[config.mk]
export PLATFORM = sky130hd
export DESIGN_NAME = x86_mov_instruction_decoder_flat
export DESIGN_NICKNAME = d
export VERILOG_FILES = /design/src/rtl/core/x86mov_pkg.sv /design/src/rtl/core/x86mov_if.sv /design/src/rtl/core/x86mov_collect.sv /design/src/rtl/core/x86mov_skid.sv /design/src/rtl/core/x86_mov_instruction_decoder.sv /design/src/flat_wrapper.sv
export SDC_FILE = /design/constraint.sdc
export NUM_CORES = 1
export LEC_CHECK = 0
export ABC_AREA = 1
export BUFFER_PORTS_ARGS = -buffer_cell sky130_fd_sc_hd__buf_2
export CORE_UTILIZATION = 60
export CTS_CLUSTER_SIZE = 16
export DETAILED_ROUTE_END_ITERATION = 8
export PLACE_DENSITY = 0.87
export SLEW_MARGIN = 10
export SYNTH_ARGS = -nofsm -noshare
export SYNTH_HDL_FRONTEND = slang
export SYNTH_SLANG_ARGS = --single-unit
[constraint.sdc]
create_clock -name i_clk -period 7.95 [get_ports i_clk]
set_input_delay 1.1925 -clock i_clk [delete_from_list [all_inputs] [get_ports i_clk]]
set_output_delay 1.1925 -clock i_clk [all_outputs]
set_load 0.01 [all_outputs]
[src/rtl/core/x86mov_pkg.sv]
// Package for the 8086 MOV decoder: result type, form codes and the opcode
// decode functions of the byte collector; interfaces and checker use the type.
// Depends on nothing.
package x86mov_pkg;

    localparam logic [2:0] KIND_RMREG   = 3'd0;
    localparam logic [2:0] KIND_IMMRM   = 3'd1;
    localparam logic [2:0] KIND_IMMREG  = 3'd2;
    localparam logic [2:0] KIND_MEMACC  = 3'd3;
    localparam logic [2:0] KIND_RMSEG   = 3'd4;
    localparam logic [2:0] KIND_UNKNOWN = 3'd5;

    localparam logic [1:0] MOD_MEM0  = 2'd0;
    localparam logic [1:0] MOD_DISP8 = 2'd1;
    localparam logic [1:0] MOD_DISP16 = 2'd2;
    localparam logic [2:0] RM_DIRECT = 3'd6;

    typedef struct packed {
        logic [2:0]  op_kind;
        logic        to_register;
        logic        wide;
        logic [1:0]  mode;
        logic [2:0]  reg_field;
        logic [2:0]  rm_field;
        logic [15:0] displacement;
        logic [15:0] immediate;
        logic [2:0]  length;
    } t_result;

    function automatic logic [2:0] kind_of(input logic [7:0] op);
        logic [2:0] kind;
        case (op) inside
            [8'h88:8'h8B]:  kind = KIND_RMREG;
            8'hC6, 8'hC7:   kind = KIND_IMMRM;
            [8'hB0:8'hBF]:  kind = KIND_IMMREG;
            [8'hA0:8'hA3]:  kind = KIND_MEMACC;
            8'h8C, 8'h8E:   kind = KIND_RMSEG;
            default:        kind = KIND_UNKNOWN;
        endcase
        return kind;
    endfunction

    function automatic logic has_modrm(input logic [2:0] kind);
        return (kind == KIND_RMREG) || (kind == KIND_IMMRM) || (kind == KIND_RMSEG);
    endfunction

    function automatic logic [1:0] disp_len(input logic [2:0] kind, input logic [7:0] modrm);
        logic [1:0] len;
        len = 2'd0;
        if (kind == KIND_MEMACC) begin
            len = 2'd2;
        end else if (has_modrm(kind)) begin
            if (modrm[7:6] == MOD_DISP8) begin
                len = 2'd1;
            end else if (modrm[7:6] == MOD_DISP16) begin
                len = 2'd2;
            end else if (modrm[7:6] == MOD_MEM0 && modrm[2:0] == RM_DIRECT) begin
                len = 2'd2;
            end
        end
        return len;
    endfunction

    function automatic logic [1:0] imm_len(input logic [2:0] kind, input logic [7:0] op);
        logic [1:0] len;
        len = 2'd0;
        if (kind == KIND_IMMRM) begin
            len = op[0] ? 2'd2 : 2'd1;
        end else if (kind == KIND_IMMREG) begin
            len = op[3] ? 2'd2 : 2'd1;
        end
        return len;
    endfunction

    function automatic t_result make_result(
        input logic [2:0]  kind,
        input logic [7:0]  op,
        input logic [7:0]  modrm,
        input logic [15:0] disp,
        input logic [15:0] imm,
        input logic [2:0]  len
    );
        t_result res;
        res = '0;
        res.op_kind = kind;
        res.length = len;
        res.displacement = disp;
        res.immediate = imm;
        if (has_modrm(kind)) begin
            res.mode = modrm[7:6];
            res.reg_field = modrm[5:3];
            res.rm_field = modrm[2:0];
            if (modrm[7:6] == MOD_DISP8) begin
                res.displacement = {{8{disp[7]}}, disp[7:0]};
            end
        end
        case (kind)
            KIND_RMREG: begin
                res.to_register = op[1];
                res.wide = op[0];
            end
            KIND_IMMRM: begin
                res.to_register = 1'b0;
                res.wide = op[0];
            end
            KIND_IMMREG: begin
                res.to_register = 1'b1;
                res.wide = op[3];
                res.reg_field = op[2:0];
            end
            KIND_MEMACC: begin
                res.to_register = ~op[1];
                res.wide = op[0];
            end
            KIND_RMSEG: begin
                res.to_register = op[1];
                res.wide = 1'b1;
                res.reg_field = {1'b0, modrm[4:3]};
            end
            default: begin
                res.displacement = '0;
                res.immediate = '0;
            end
        endcase
        if (!res.wide) begin
            res.immediate[15:8] = 8'h00;
        end
        return res;
    endfunction

endpackage

[src/rtl/core/x86mov_if.sv]
// Valid/ready channel interfaces: the code byte stream and the decoded result stream.
// Depends on x86mov_pkg.
interface x86mov_byte_if;
    import x86mov_pkg::*;

    logic       valid;
    logic       ready;
    logic [7:0] code_byte;

    modport source (output valid, output code_byte, input ready);
    modport sink (input valid, input code_byte, output ready);
endinterface

interface x86mov_res_if;
    import x86mov_pkg::*;

    logic    valid;
    logic    ready;
    t_result data;

    modport source (output valid, output data, input ready);
    modport sink (input valid, input data, output ready);
endinterface

[src/rtl/core/x86mov_collect.sv]
// Byte collector: holds the opcode, ModR/M, displacement and immediate bytes of the
// instruction in progress and forms the decoded result on its last byte.
// Depends on x86mov_pkg.
module x86mov_collect (
    input  logic                i_clk,
    input  logic                i_rst_n,
    input  logic                i_accept,
    input  logic [7:0]          i_code_byte,
    output logic                o_res_valid,
    output x86mov_pkg::t_result o_res
);
    import x86mov_pkg::*;

    logic [2:0]  r_cnt, n_cnt;
    logic [2:0]  r_need, n_need;
    logic [7:0]  r_op, n_op;
    logic [7:0]  r_modrm, n_modrm;
    logic [15:0] r_disp, n_disp;
    logic [15:0] r_imm, n_imm;

    logic [2:0]  kind;
    logic [2:0]  base;
    logic [2:0]  offs;
    logic [2:0]  offs_imm;
    logic [1:0]  dl;
    logic [1:0]  il;

    assign kind = kind_of((r_cnt == 3'd0) ? i_code_byte : r_op);
    assign base = has_modrm(kind) ? 3'd2 : 3'd1;
    assign dl = disp_len(kind, r_modrm);
    assign il = imm_len(kind, r_op);
    assign offs = r_cnt - base;
    assign offs_imm = offs - {1'b0, dl};

    always_comb begin
        n_cnt = r_cnt;
        n_need = r_need;
        n_op = r_op;
        n_modrm = r_modrm;
        n_disp = r_disp;
        n_imm = r_imm;
        o_res_valid = 1'b0;
        o_res = '0;
        if (i_accept) begin
            if (r_cnt == 3'd0) begin
                n_op = i_code_byte;
                if (kind == KIND_UNKNOWN) begin
                    o_res_valid = 1'b1;
                    o_res = make_result(KIND_UNKNOWN, i_code_byte, 8'h00, 16'h0000,
                                        16'h0000, 3'd1);
                    n_op = 8'h00;
                end else begin
                    n_cnt = 3'd1;
                    if (has_modrm(kind)) begin
                        n_need = 3'd2;
                    end else begin
                        n_need = 3'd1 + {1'b0, disp_len(kind, 8'h00)}
                               + {1'b0, imm_len(kind, i_code_byte)};
                    end
                end
            end else begin
                if (has_modrm(kind) && r_cnt == 3'd1) begin
                    n_modrm = i_code_byte;
                    n_need = 3'd2 + {1'b0, disp_len(kind, i_code_byte)}
                           + {1'b0, imm_len(kind, r_op)};
                end else if (offs < {1'b0, dl}) begin
                    if (offs[0]) begin
                        n_disp[15:8] = r_disp[15:8] | i_code_byte;
                    end else begin
                        n_disp[7:0] = r_disp[7:0] | i_code_byte;
                    end
                end else if (offs_imm < {1'b0, il}) begin
                    if (offs_imm[0]) begin
                        n_imm[15:8] = r_imm[15:8] | i_code_byte;
                    end else begin
                        n_imm[7:0] = r_imm[7:0] | i_code_byte;
                    end
                end
                n_cnt = r_cnt + 3'd1;
                if (n_cnt >= n_need) begin
                    o_res_valid = 1'b1;
                    o_res = make_result(kind, n_op, n_modrm, n_disp, n_imm, n_need);
                    n_cnt = 3'd0;
                    n_need = 3'd0;
                    n_op = 8'h00;
                    n_modrm = 8'h00;
                    n_disp = 16'h0000;
                    n_imm = 16'h0000;
                end
            end
        end
    end

    always_ff @(posedge i_clk) begin
        if (!i_rst_n) begin
            r_cnt <= 3'd0;
            r_need <= 3'd0;
            r_op <= 8'h00;
            r_modrm <= 8'h00;
            r_disp <= 16'h0000;
            r_imm <= 16'h0000;
        end else begin
            r_cnt <= n_cnt;
            r_need <= n_need;
            r_op <= n_op;
            r_modrm <= n_modrm;
            r_disp <= n_disp;
            r_imm <= n_imm;
        end
    end

endmodule

[src/rtl/core/x86mov_skid.sv]
// Result register with a skid entry, so that the upstream ready is a register output.
// Depends on x86mov_pkg.
module x86mov_skid (
    input  logic                i_clk,
    input  logic                i_rst_n,
    input  logic                i_up_valid,
    input  x86mov_pkg::t_result i_up_data,
    output logic                o_up_ready,
    output logic                o_dn_valid,
    output x86mov_pkg::t_result o_dn_data,
    input  logic                i_dn_ready
);
    import x86mov_pkg::*;

    logic    r_main_vld, n_main_vld;
    logic    r_skid_vld, n_skid_vld;
    t_result r_main, n_main;
    t_result r_skid, n_skid;

    assign o_up_ready = ~r_skid_vld;
    assign o_dn_valid = r_main_vld;
    assign o_dn_data = r_main;

    always_comb begin
        n_main_vld = r_main_vld;
        n_main = r_main;
        n_skid_vld = r_skid_vld;
        n_skid = r_skid;
        if (i_dn_ready || !r_main_vld) begin
            if (r_skid_vld) begin
                n_main_vld = 1'b1;
                n_main = r_skid;
                n_skid_vld = 1'b0;
            end else begin
                n_main_vld = i_up_valid;
                n_main = i_up_data;
            end
        end else if (i_up_valid && !r_skid_vld) begin
            n_skid_vld = 1'b1;
            n_skid = i_up_data;
        end
    end

    always_ff @(posedge i_clk) begin
        if (!i_rst_n) begin
            r_main_vld <= 1'b0;
            r_skid_vld <= 1'b0;
        end else begin
            r_main_vld <= n_main_vld;
            r_skid_vld <= n_skid_vld;
        end
        r_main <= n_main;
        r_skid <= n_skid;
    end

endmodule

[src/rtl/core/x86_mov_instruction_decoder.sv]
// Top level of the 8086 MOV decoder: byte collector followed by the result register.
// Depends on x86mov_pkg, x86mov_if, x86mov_collect and x86mov_skid.
//
// Usage:
// The input channel i_code carries one machine code byte per item, in stream order.
// The output channel o_result carries one decoded MOV instruction per item: form,
// direction, width, ModR/M fields, displacement, immediate and byte length.
// Bytes that do not complete an instruction produce no item; an unknown opcode
// produces an item of kind unknown with length 1 at once.
// Throughput is one byte per cycle while i_code.ready is high. The result item is
// registered in the result register or skid entry once its last byte is accepted.
// When the receiver stalls, one more result is held in a skid entry; i_code.ready
// drops only once both the result register and the skid entry are full.
// Synchronous reset discards any partly collected instruction and any pending result.
module x86_mov_instruction_decoder (
    input  logic            i_clk,
    input  logic            i_rst_n,
    x86mov_byte_if.sink     i_code,
    x86mov_res_if.source    o_result
);
    import x86mov_pkg::*;

    logic    accept;
    logic    up_ready;
    logic    res_valid;
    t_result res;

    assign i_code.ready = up_ready;
    assign accept = i_code.valid & up_ready;

    x86mov_collect u_collect (
        .i_clk       (i_clk),
        .i_rst_n     (i_rst_n),
        .i_accept    (accept),
        .i_code_byte (i_code.code_byte),
        .o_res_valid (res_valid),
        .o_res       (res)
    );

    x86mov_skid u_skid (
        .i_clk      (i_clk),
        .i_rst_n    (i_rst_n),
        .i_up_valid (res_valid),
        .i_up_data  (res),
        .o_up_ready (up_ready),
        .o_dn_valid (o_result.valid),
        .o_dn_data  (o_result.data),
        .i_dn_ready (o_result.ready)
    );

endmodule

[src/flat_wrapper.sv]
// flat-port wrapper written by rule: the top's interface ports become plain ports
module x86_mov_instruction_decoder_flat import x86mov_pkg::*;
  (i_clk, i_rst_n, i_code_valid, i_code_code_byte, i_code_ready, o_result_valid, o_result_data, o_result_ready);
  x86mov_byte_if i_code_i ();
  x86mov_res_if o_result_i ();
  input  logic i_clk;
  input  logic i_rst_n;
  input wire logic [$bits(i_code_i.valid)-1:0] i_code_valid;
  input wire logic [$bits(i_code_i.code_byte)-1:0] i_code_code_byte;
  output wire logic [$bits(i_code_i.ready)-1:0] i_code_ready;
  output wire logic [$bits(o_result_i.valid)-1:0] o_result_valid;
  output wire logic [$bits(o_result_i.data)-1:0] o_result_data;
  input wire logic [$bits(o_result_i.ready)-1:0] o_result_ready;
  assign i_code_i.valid = i_code_valid;
  assign i_code_i.code_byte = i_code_code_byte;
  assign i_code_ready = i_code_i.ready;
  assign o_result_valid = o_result_i.valid;
  assign o_result_data = o_result_i.data;
  assign o_result_i.ready = o_result_ready;
  x86_mov_instruction_decoder u_core (.i_clk(i_clk), .i_rst_n(i_rst_n), .i_code(i_code_i), .o_result(o_result_i));
endmodule
==> impl_metrics.py, run 1 <==
metrics = {
    "run_status": {
        "status": "finished with violations",
        "violations": "DRC",
    },
    "pwr": {
        "p_per_area_mw_per_mm2": 238.2,
        "p_leak_nw": 3.989,
        "p_clk_frac": 0.406,
        "seqPwrFrac": 0.464,
        "ir_drop_mv": 0.1282,
        "internal_power_mw": 1.420,
        "switching_share": 0.2687,
        "pwr-share-comb": 0.130,
        "p_sw_mw": 0.5217,
    },
    "drt": {
        "drt_iter0_drc": 524,
        "routed_wl_mm": 16.21,
        "via_count": 5510,
        "route.detailed.drc": 22,
        "dr.pass1.iters": 7,
        "viasPerCell": 5.439,
        "wl_per_cell_um": 16.00,
        "ant_nets": 0,
    },
    "synth": {
        "synth_warnings": 0,
        "syn_area_per_cell_um2": 8.995,
        "synth_fa_ha_area_frac": 0.03118,
        "synth_seq_area_share": 0.5606,
        "synth_top_cell_area_share": 0.4036,
        "synth-edff-count": 96,
        "netlist_area_mm2": 0.007142,
        "synth_top_family_by_area": "simple AND/OR/NAND/NOR gates",
        "synth-xor-area-share": 0.003679,
        "ys_top_cells_by_area": "edfxtp_1 (40%), dfxtp_1 (16%), nand2_1 (11%)",
        "syn-num-nets": 822,
        "synth_flop_cell": "edfxtp_1",
        "muxShareOfSynthArea": 0.003153,
        "synthCells": 794,
        "synth_seq_cells": 152,
        "async_flop_share": 0,
        "synth-simple-area-share": 0.2120,
        "synth_compound_area_frac": 0.1102,
        "yosys.area.top_type": "edfxtp_1",
        "synth_cell_type_count": 42,
    },
    "worst_hold_path": {
        "hp-class": "reg -> reg",
        "min_from": "u_core.u_collect.r_imm[4]",
    },
    "critical_path": {
        "cp-start-kind": "register",
        "required_ns": 8.03,
        "cpPeakStageDelay_ns": 0.56,
        "end_kind": "register",
        "timing.critical_path.mode_cell": "nand2_1",
        "crit_fanout": 25,
        "critPathSlowestCell": "nor2_4",
        "crit_arrival_ns": 6.07,
        "path_class": "reg -> reg",
        "cp-startpoint": "u_core.u_collect.r_cnt[0]",
        "r2r-start": "u_core.u_collect.r_cnt[0]",
    },
    "layout": {
        "drive_above_1_share": 0.1793,
        "nFillCells": 833,
        "stdcell_count": 1013,
        "antenna_cells": 0,
        "final_nets": 885,
        "stdcell_area_mm2": 0.008150,
        "syn_to_final_growth_pct": 14.12,
    },
    "global_routing": {
        "grt_pass1_wl_mm": 26.22,
        "antenna_found_initial": 0,
        "grt_max_degree": 52,
        "overflow": 0,
        "grt_pass1_vias": 5225,
        "grt_usage": 0.2777,
    },
    "cts": {
        "cts_buffer_depth": 2,
        "cts_buffers": 17,
        "ctsHoldBuffers": 0,
        "cts_resized": 0,
        "post_cts_buffers": 0,
        "cts_tree": "built",
        "root_buffer": "clkbuf_16",
        "clock_latency_ns": 0.42,
        "htree_levels": 4,
        "clkTransAtPathRegs_ns": 0.07,
        "clock_sinks": 152,
    },
    "place": {
        "place_congestion": 0.9647,
        "dpl_worst_slack_ns": 1.908,
        "hpwl_mm": 10.91,
        "portBuffers": 61,
        "place_area_mm2": 0.007567,
        "dp_cells": 981,
    },
    "timing": {
        "relSlewSlack": 0.2768,
        "holdWs_ns": 0.4675,
        "setup_violations": 0,
        "hold_viol_final": 0,
        "fin_skew_ns": 0.008556,
        "worstMarginPinSlew_ns": 1.084,
        "finalCriticalPeriod_ns": 5.988,
        "setup_slack_ns": 1.962,
        "rsz0062_at_grt": "false",
        "maxSlewViolCount": 0,
        "period_share": 0.7532,
        "max_freq_mhz": 167.0,
        "tns_ns": 0,
    },
    "run": {
        "maxCapViolCount": 0,
    },
    "floorplan": {
        "core_mm2": 0.01152,
        "rows": 39,
        "die_y_um": 111.1,
        "io_pins": 62,
        "die-area_mm2": 0.01234,
        "start_util": 0.6202,
        "fp.dieW_um": 111.1,
    },
}
layout by cell type (no fill, tap or decap), types with 2 or more instances in the layout:
| cell | n |
|---|---|
| or2_2 | 3 |
| nor2_2 | 6 |
| clkbuf_8 | 3 |
| clkinv_1 | 2 |
| clkbuf_16 | 17 |
| o21bai_1 | 6 |
| nor2_8 | 2 |
| o21ai_2 | 6 |
| inv_8 | 2 |
| o211ai_1 | 3 |
| ha_1 | 13 |
| nand3_1 | 37 |
| o21ai_1 | 7 |
| nor2_1 | 47 |
| nand2_1 | 211 |
| mux2_2 | 2 |
| nor2_4 | 5 |
| o22ai_1 | 7 |
| inv_2 | 11 |
| nand3b_1 | 2 |
| xor2_1 | 2 |
| clkinvlp_4 | 5 |
| buf_2 | 61 |
| o21ai_0 | 53 |
| nand2_2 | 16 |
| fa_1 | 3 |
| a21oi_1 | 46 |
| buf_4 | 3 |
| dfxtp_1 | 56 |
| edfxtp_1 | 96 |
| inv_1 | 110 |
| o211a_1 | 6 |
| nand2_4 | 6 |
state kept, by name, summed over array words and instances (netlist names):
register,count
u_core.u_collect.r_disp,16
u_core.u_skid.r_skid,48
u_core.u_collect.r_need,3
u_core.u_collect.r_cnt,3
u_core.u_collect.r_modrm,8
u_core.u_skid.o_dn_valid,1
u_core.u_skid.r_skid_vld,1
u_core.u_skid.o_dn_data,48
u_core.u_collect.r_imm,16
u_core.u_collect.r_op,8
metrics by stage:
| stage | util | total power, mW |
|---|---|---|
| after global routing | 0.7077 | 2.010 |
| after CTS | 0.7077 | 1.942 |
| after floorplan | - | 1.087 |
| after detailed placement | 0.6571 | 1.164 |
| final | 0.7077 | 1.942 |
| after global placement | 0.6571 | 1.160 |
cell usage after synthesis (7+ instances only):
| cell type | count |
|---|---|
| a21oi_1 | 46 |
| clkbuf_1 | 13 |
| dfxtp_1 | 56 |
| edfxtp_1 | 96 |
| ha_1 | 13 |
| inv_1 | 110 |
| inv_2 | 11 |
| nand2_1 | 212 |
| nand2_2 | 15 |
| nand3_1 | 37 |
| nor2_1 | 50 |
| o21ai_0 | 53 |
| o21ai_1 | 7 |
| o22ai_1 | 7 |
cells by family after synthesis:
kind of cell | count (synthesis)
adder cells (fa/ha/maj) | 16
AND/OR/NAND/NOR | 340
AO/OA/AOI/OAI | 138
multiplexers | 2
flip-flops | 152
XOR/XNOR | 3
buffers and inverters | 143
worst paths after layout:
| path | end | slack, ns | depth (start not counted) |
|---|---|---|---|
| setup / recovery | u_core.u_skid.r_skid[25] | 1.96 | 29 |
| hold / removal | u_core.u_collect.r_imm[4] | 0.47 | 2 |
| hold reg to reg | u_core.u_collect.r_imm[4] | 0.47 | 2 |
| setup reg to reg | u_core.u_skid.r_skid[25] | 1.96 | 29 |
power groups by stage:
stage | Sequential (mW) | Clock, mW | Combinational [mW]
floorplan | 0.933 | 0 | 0.154
global placement | 0.916 | 0 | 0.244
detailed placement | 0.917 | 0 | 0.247
CTS | 0.901 | 0.791 | 0.250
global route | 0.905 | 0.826 | 0.279
finish | 0.901 | 0.789 | 0.252
critical path, delay by kind of cell (launching register included):
family	cells	cell delay [ns]
xor+xnor	1	0.16
flops	1	0.37
buf+inv	7	1.02
simple gates	14	2.29
fa+ha+maj	4	1.15
compound gates	3	0.63
layout make-up:
cell class,instances,area [um2],area share
inverter,123,464.2,0.05695
sequential,152,4004,0.4912
multi-input combinational,499,2592,0.3181
timing repair buffer,64,327.8,0.04022
clock inverter,12,116.4,0.01428
clock buffer,20,466.7,0.05726
tap,143,178.9,0.02195
metal layers:
layer	vias up	share of wire	track usage
li1	2709	-	-
met1	2521	0.43	0.3676
met2	241	0.46	0.4390
met3	39	0.080	0.06124
met4	0	0.030	0.1261
met5	-	0	0
No activity file was read; power rests on OpenSTA's default activity.
==> inputs of run 2 (changes only) <==
Settings changed: ABC_AREA 1 to 0, CORE_UTILIZATION 60 to 54, PLACE_DENSITY 0.87 to 0.83.
Clock period 7.95 ns to 5.3 ns, I/O delays scaled along.
==> run 2 against run 1 <==
Net effect: the flow now finishes without violations; sequential power is 47% higher; register-to-register slack worse by 1.6 ns; wire length is 7.3% higher; synthesized cell count is 19% lower; sequential share of layout area is 1.1 points higher; final cell count is 12% lower; utilization is 5.4 points lower; power is 39% higher; clock power is 42% higher; worst hold slack better by 0.0034 ns; critical path type unchanged; highest routed layer unchanged.
==> impl_metrics.py, run 2 <==
metrics = {
    "synth": {
        "synth_flop_cell": "edfxtp_1",
        "syn_area_per_cell_um2": 10.65,
        "synth-edff-count": 96,
        "synth_seq_area_share": 0.5809,
        "synth_seq_cells": 152,
        "ys_top_cells_by_area": "edfxtp_1 (42%), dfxtp_1 (16%), a21oi_1 (5.9%)",
        "synth_common_cells": "nor2_1 (99), edfxtp_1 (96), a21oi_1 (81), nand2_1 (58), dfxtp_1 (56)",
        "yosys.area.top_type": "edfxtp_1",
        "synth_top_cell_area_share": 0.4182,
        "synth_warnings": 0,
        "syn-num-nets": 675,
        "synth_cell_type_count": 68,
        "synthCells": 647,
        "netlist_area_mm2": 0.006893,
        "async_flop_share": 0,
        "yosysMostFrequentCell": "nor2_1",
    },
    "layout": {
        "nFillCells": 976,
        "drive_above_1_share": 0.2019,
        "layout_common_cells": "nor2_1 (96), edfxtp_1 (96), a21oi_1 (78), buf_2 (61), nand2_1 (58)",
        "area.sequential_mm2": 0.004004,
        "final_nets": 738,
        "antenna_cells": 0,
        "stdcell_count": 891,
        "syn_to_final_growth_pct": 15.74,
        "multi_input_area_mm2": 0.002706,
    },
    "critical_path": {
        "cp-start-kind": "register",
        "cpPeakStageDelay_ns": 0.37,
        "path_depth": 21,
        "crit_buf_inv": 3,
        "path_class": "reg -> reg",
        "cp_cell_sequence": "inv_1 -> ha_1 -> nor2b_2 -> mux2i_2 -> a221oi_4 -> nor2_4 -> a21oi_2 -> ha_1 -> inv_1 -> ha_1 -> xor2_1 -> nor3_1 -> a21oi_2 -> ha_2 -> nor2_1 -> a21oi_2 -> nor2_2 -> nor2_4 -> a31oi_1 -> nor2_4 -> buf_12",
        "critPathSlowestCell": "mux2i_2",
        "crit_fanout": 46,
        "required_ns": 5.40,
        "path_delay_family": "simple AND/OR/NAND/NOR gates",
        "end_kind": "register",
        "crit_arrival_ns": 5.05,
        "r2r_cells": 21,
    },
    "cts": {
        "clock_latency_ns": 0.42,
        "cts_resized": 0,
        "cts_buffer_depth": 2,
        "post_cts_buffers": 0,
        "htree_levels": 4,
        "root_buffer": "clkbuf_16",
        "clkTransAtPathRegs_ns": 0.06,
        "cts_tree": "built",
        "ctsHoldBuffers": 0,
        "clock_sinks": 152,
        "cts_buffers": 17,
    },
    "floorplan": {
        "start_util": 0.5644,
        "fp.dieW_um": 115.0,
        "io_pins": 62,
        "rows": 40,
        "die_y_um": 115.0,
        "core_mm2": 0.01221,
        "die-area_mm2": 0.01322,
    },
    "timing": {
        "maxSlewViolCount": 0,
        "relSlewSlack": 0.4436,
        "period_share": 0.9346,
        "hold_viol_final": 0,
        "fin_skew_ns": 0.009058,
        "setup_slack_ns": 0.3469,
        "setup_violations": 0,
        "rsz0062_at_grt": "false",
        "worstMarginPinSlew_ns": 0.8316,
        "finalCriticalPeriod_ns": 4.953,
        "max_freq_mhz": 201.9,
    },
    "pwr": {
        "ir_drop_mv": 0.1755,
        "p_per_area_mw_per_mm2": 337.5,
        "p_leak_nw": 3.225,
        "totalPowerFinal_mw": 2.692,
    },
    "drt": {
        "ant_nets": 0,
        "drt_iter0_drc": 538,
        "viasPerCell": 5.945,
        "routed_wl_mm": 17.40,
        "route.detailed.drc": 0,
        "via_count": 5297,
        "dr.pass1.iters": 7,
        "wl_per_cell_um": 19.53,
    },
    "place": {
        "portBuffers": 61,
        "dpl_worst_slack_ns": 0.1252,
        "place_congestion": 0.9921,
        "dp_cells": 859,
        "hpwl_mm": 11.72,
    },
    "worst_hold_path": {
        "hp-class": "reg -> reg",
        "holdPathStages": 2,
    },
    "run": {
        "maxCapViolCount": 0,
    },
    "global_routing": {
        "grt_pass1_vias": 5125,
        "antenna_found_initial": 0,
        "grt_usage": 0.2791,
        "grt_max_degree": 51,
        "grt_pass1_wl_mm": 27.32,
        "overflow": 0,
    },
    "run_status": {
        "status": "completed",
    },
}
-- run 2: final cells by class --
| cell class | count | area share |
|---|---|---|
| clock inverters | 12 | 0.01082 |
| flip-flops and latches | 152 | 0.5019 |
| clock buffers | 20 | 0.05787 |
| well taps | 168 | 0.02635 |
| multi-input cells | 446 | 0.3392 |
| repair buffers | 80 | 0.05772 |
| inverters | 13 | 0.006117 |
-- run 2: routing by layer --
layer | track usage | routed length, um
met5 | 0 | 0
met4 | 0.1299 | 546
met3 | 0.06009 | 1242
met2 | 0.4430 | 8186
met1 | 0.3675 | 7424
-- run 2: worst paths after layout --
check | start | endpoint | slack [ns]
worst min register to register | u_core.u_collect.r_disp[7] | u_core.u_collect.r_disp[7] | 0.47
worst min-delay path | u_core.u_collect.r_disp[7] | u_core.u_collect.r_disp[7] | 0.47
worst max register to register | u_core.u_collect.r_cnt[0] | u_core.u_skid.r_skid[40] | 0.35
worst max-delay path | u_core.u_collect.r_cnt[0] | u_core.u_skid.r_skid[40] | 0.35
-- run 2: kinds of logic after synthesis --
logic type               synth area share
AO/OA/AOI/OAI                      0.1906
adder cells (fa/ha/maj)           0.03231
XOR/XNOR                         0.005084
buffers and inverters             0.03340
AND/OR/NAND/NOR                    0.1456
multiplexers                      0.01216
flip-flops                         0.5809
-- run 2: report_power, final --
| part | internal, mW | switching (mW) | total (mW) | leakage (nW) |
|---|---|---|---|---|
| Combinational | 0.0842 | 0.175 | 0.260 | 1.46 |
| Sequential | 1.30 | 0.0157 | 1.32 | 1.48 |
| Clock | 0.636 | 0.479 | 1.12 | 0.281 |
-- run 2: worst min-delay path, cell delays in order (launching register included) --
cell     delay (ns)
dfxtp_1        0.32
a21oi_1        0.04
nor2_1         0.07
-- run 2: through the flow --
step                      cell area (um2)    util  hold WS, ns  TNS, ns
final                                7978  0.6533       0.4709        0
after global placement               7417  0.6074       0.4481        0
after CTS                            7965  0.6523       0.4703        0
after detailed placement             7417  0.6074       0.4581        0
after global routing                 7978  0.6533       0.4933        0
after floorplan                      6928       -       0.4375   -35.01
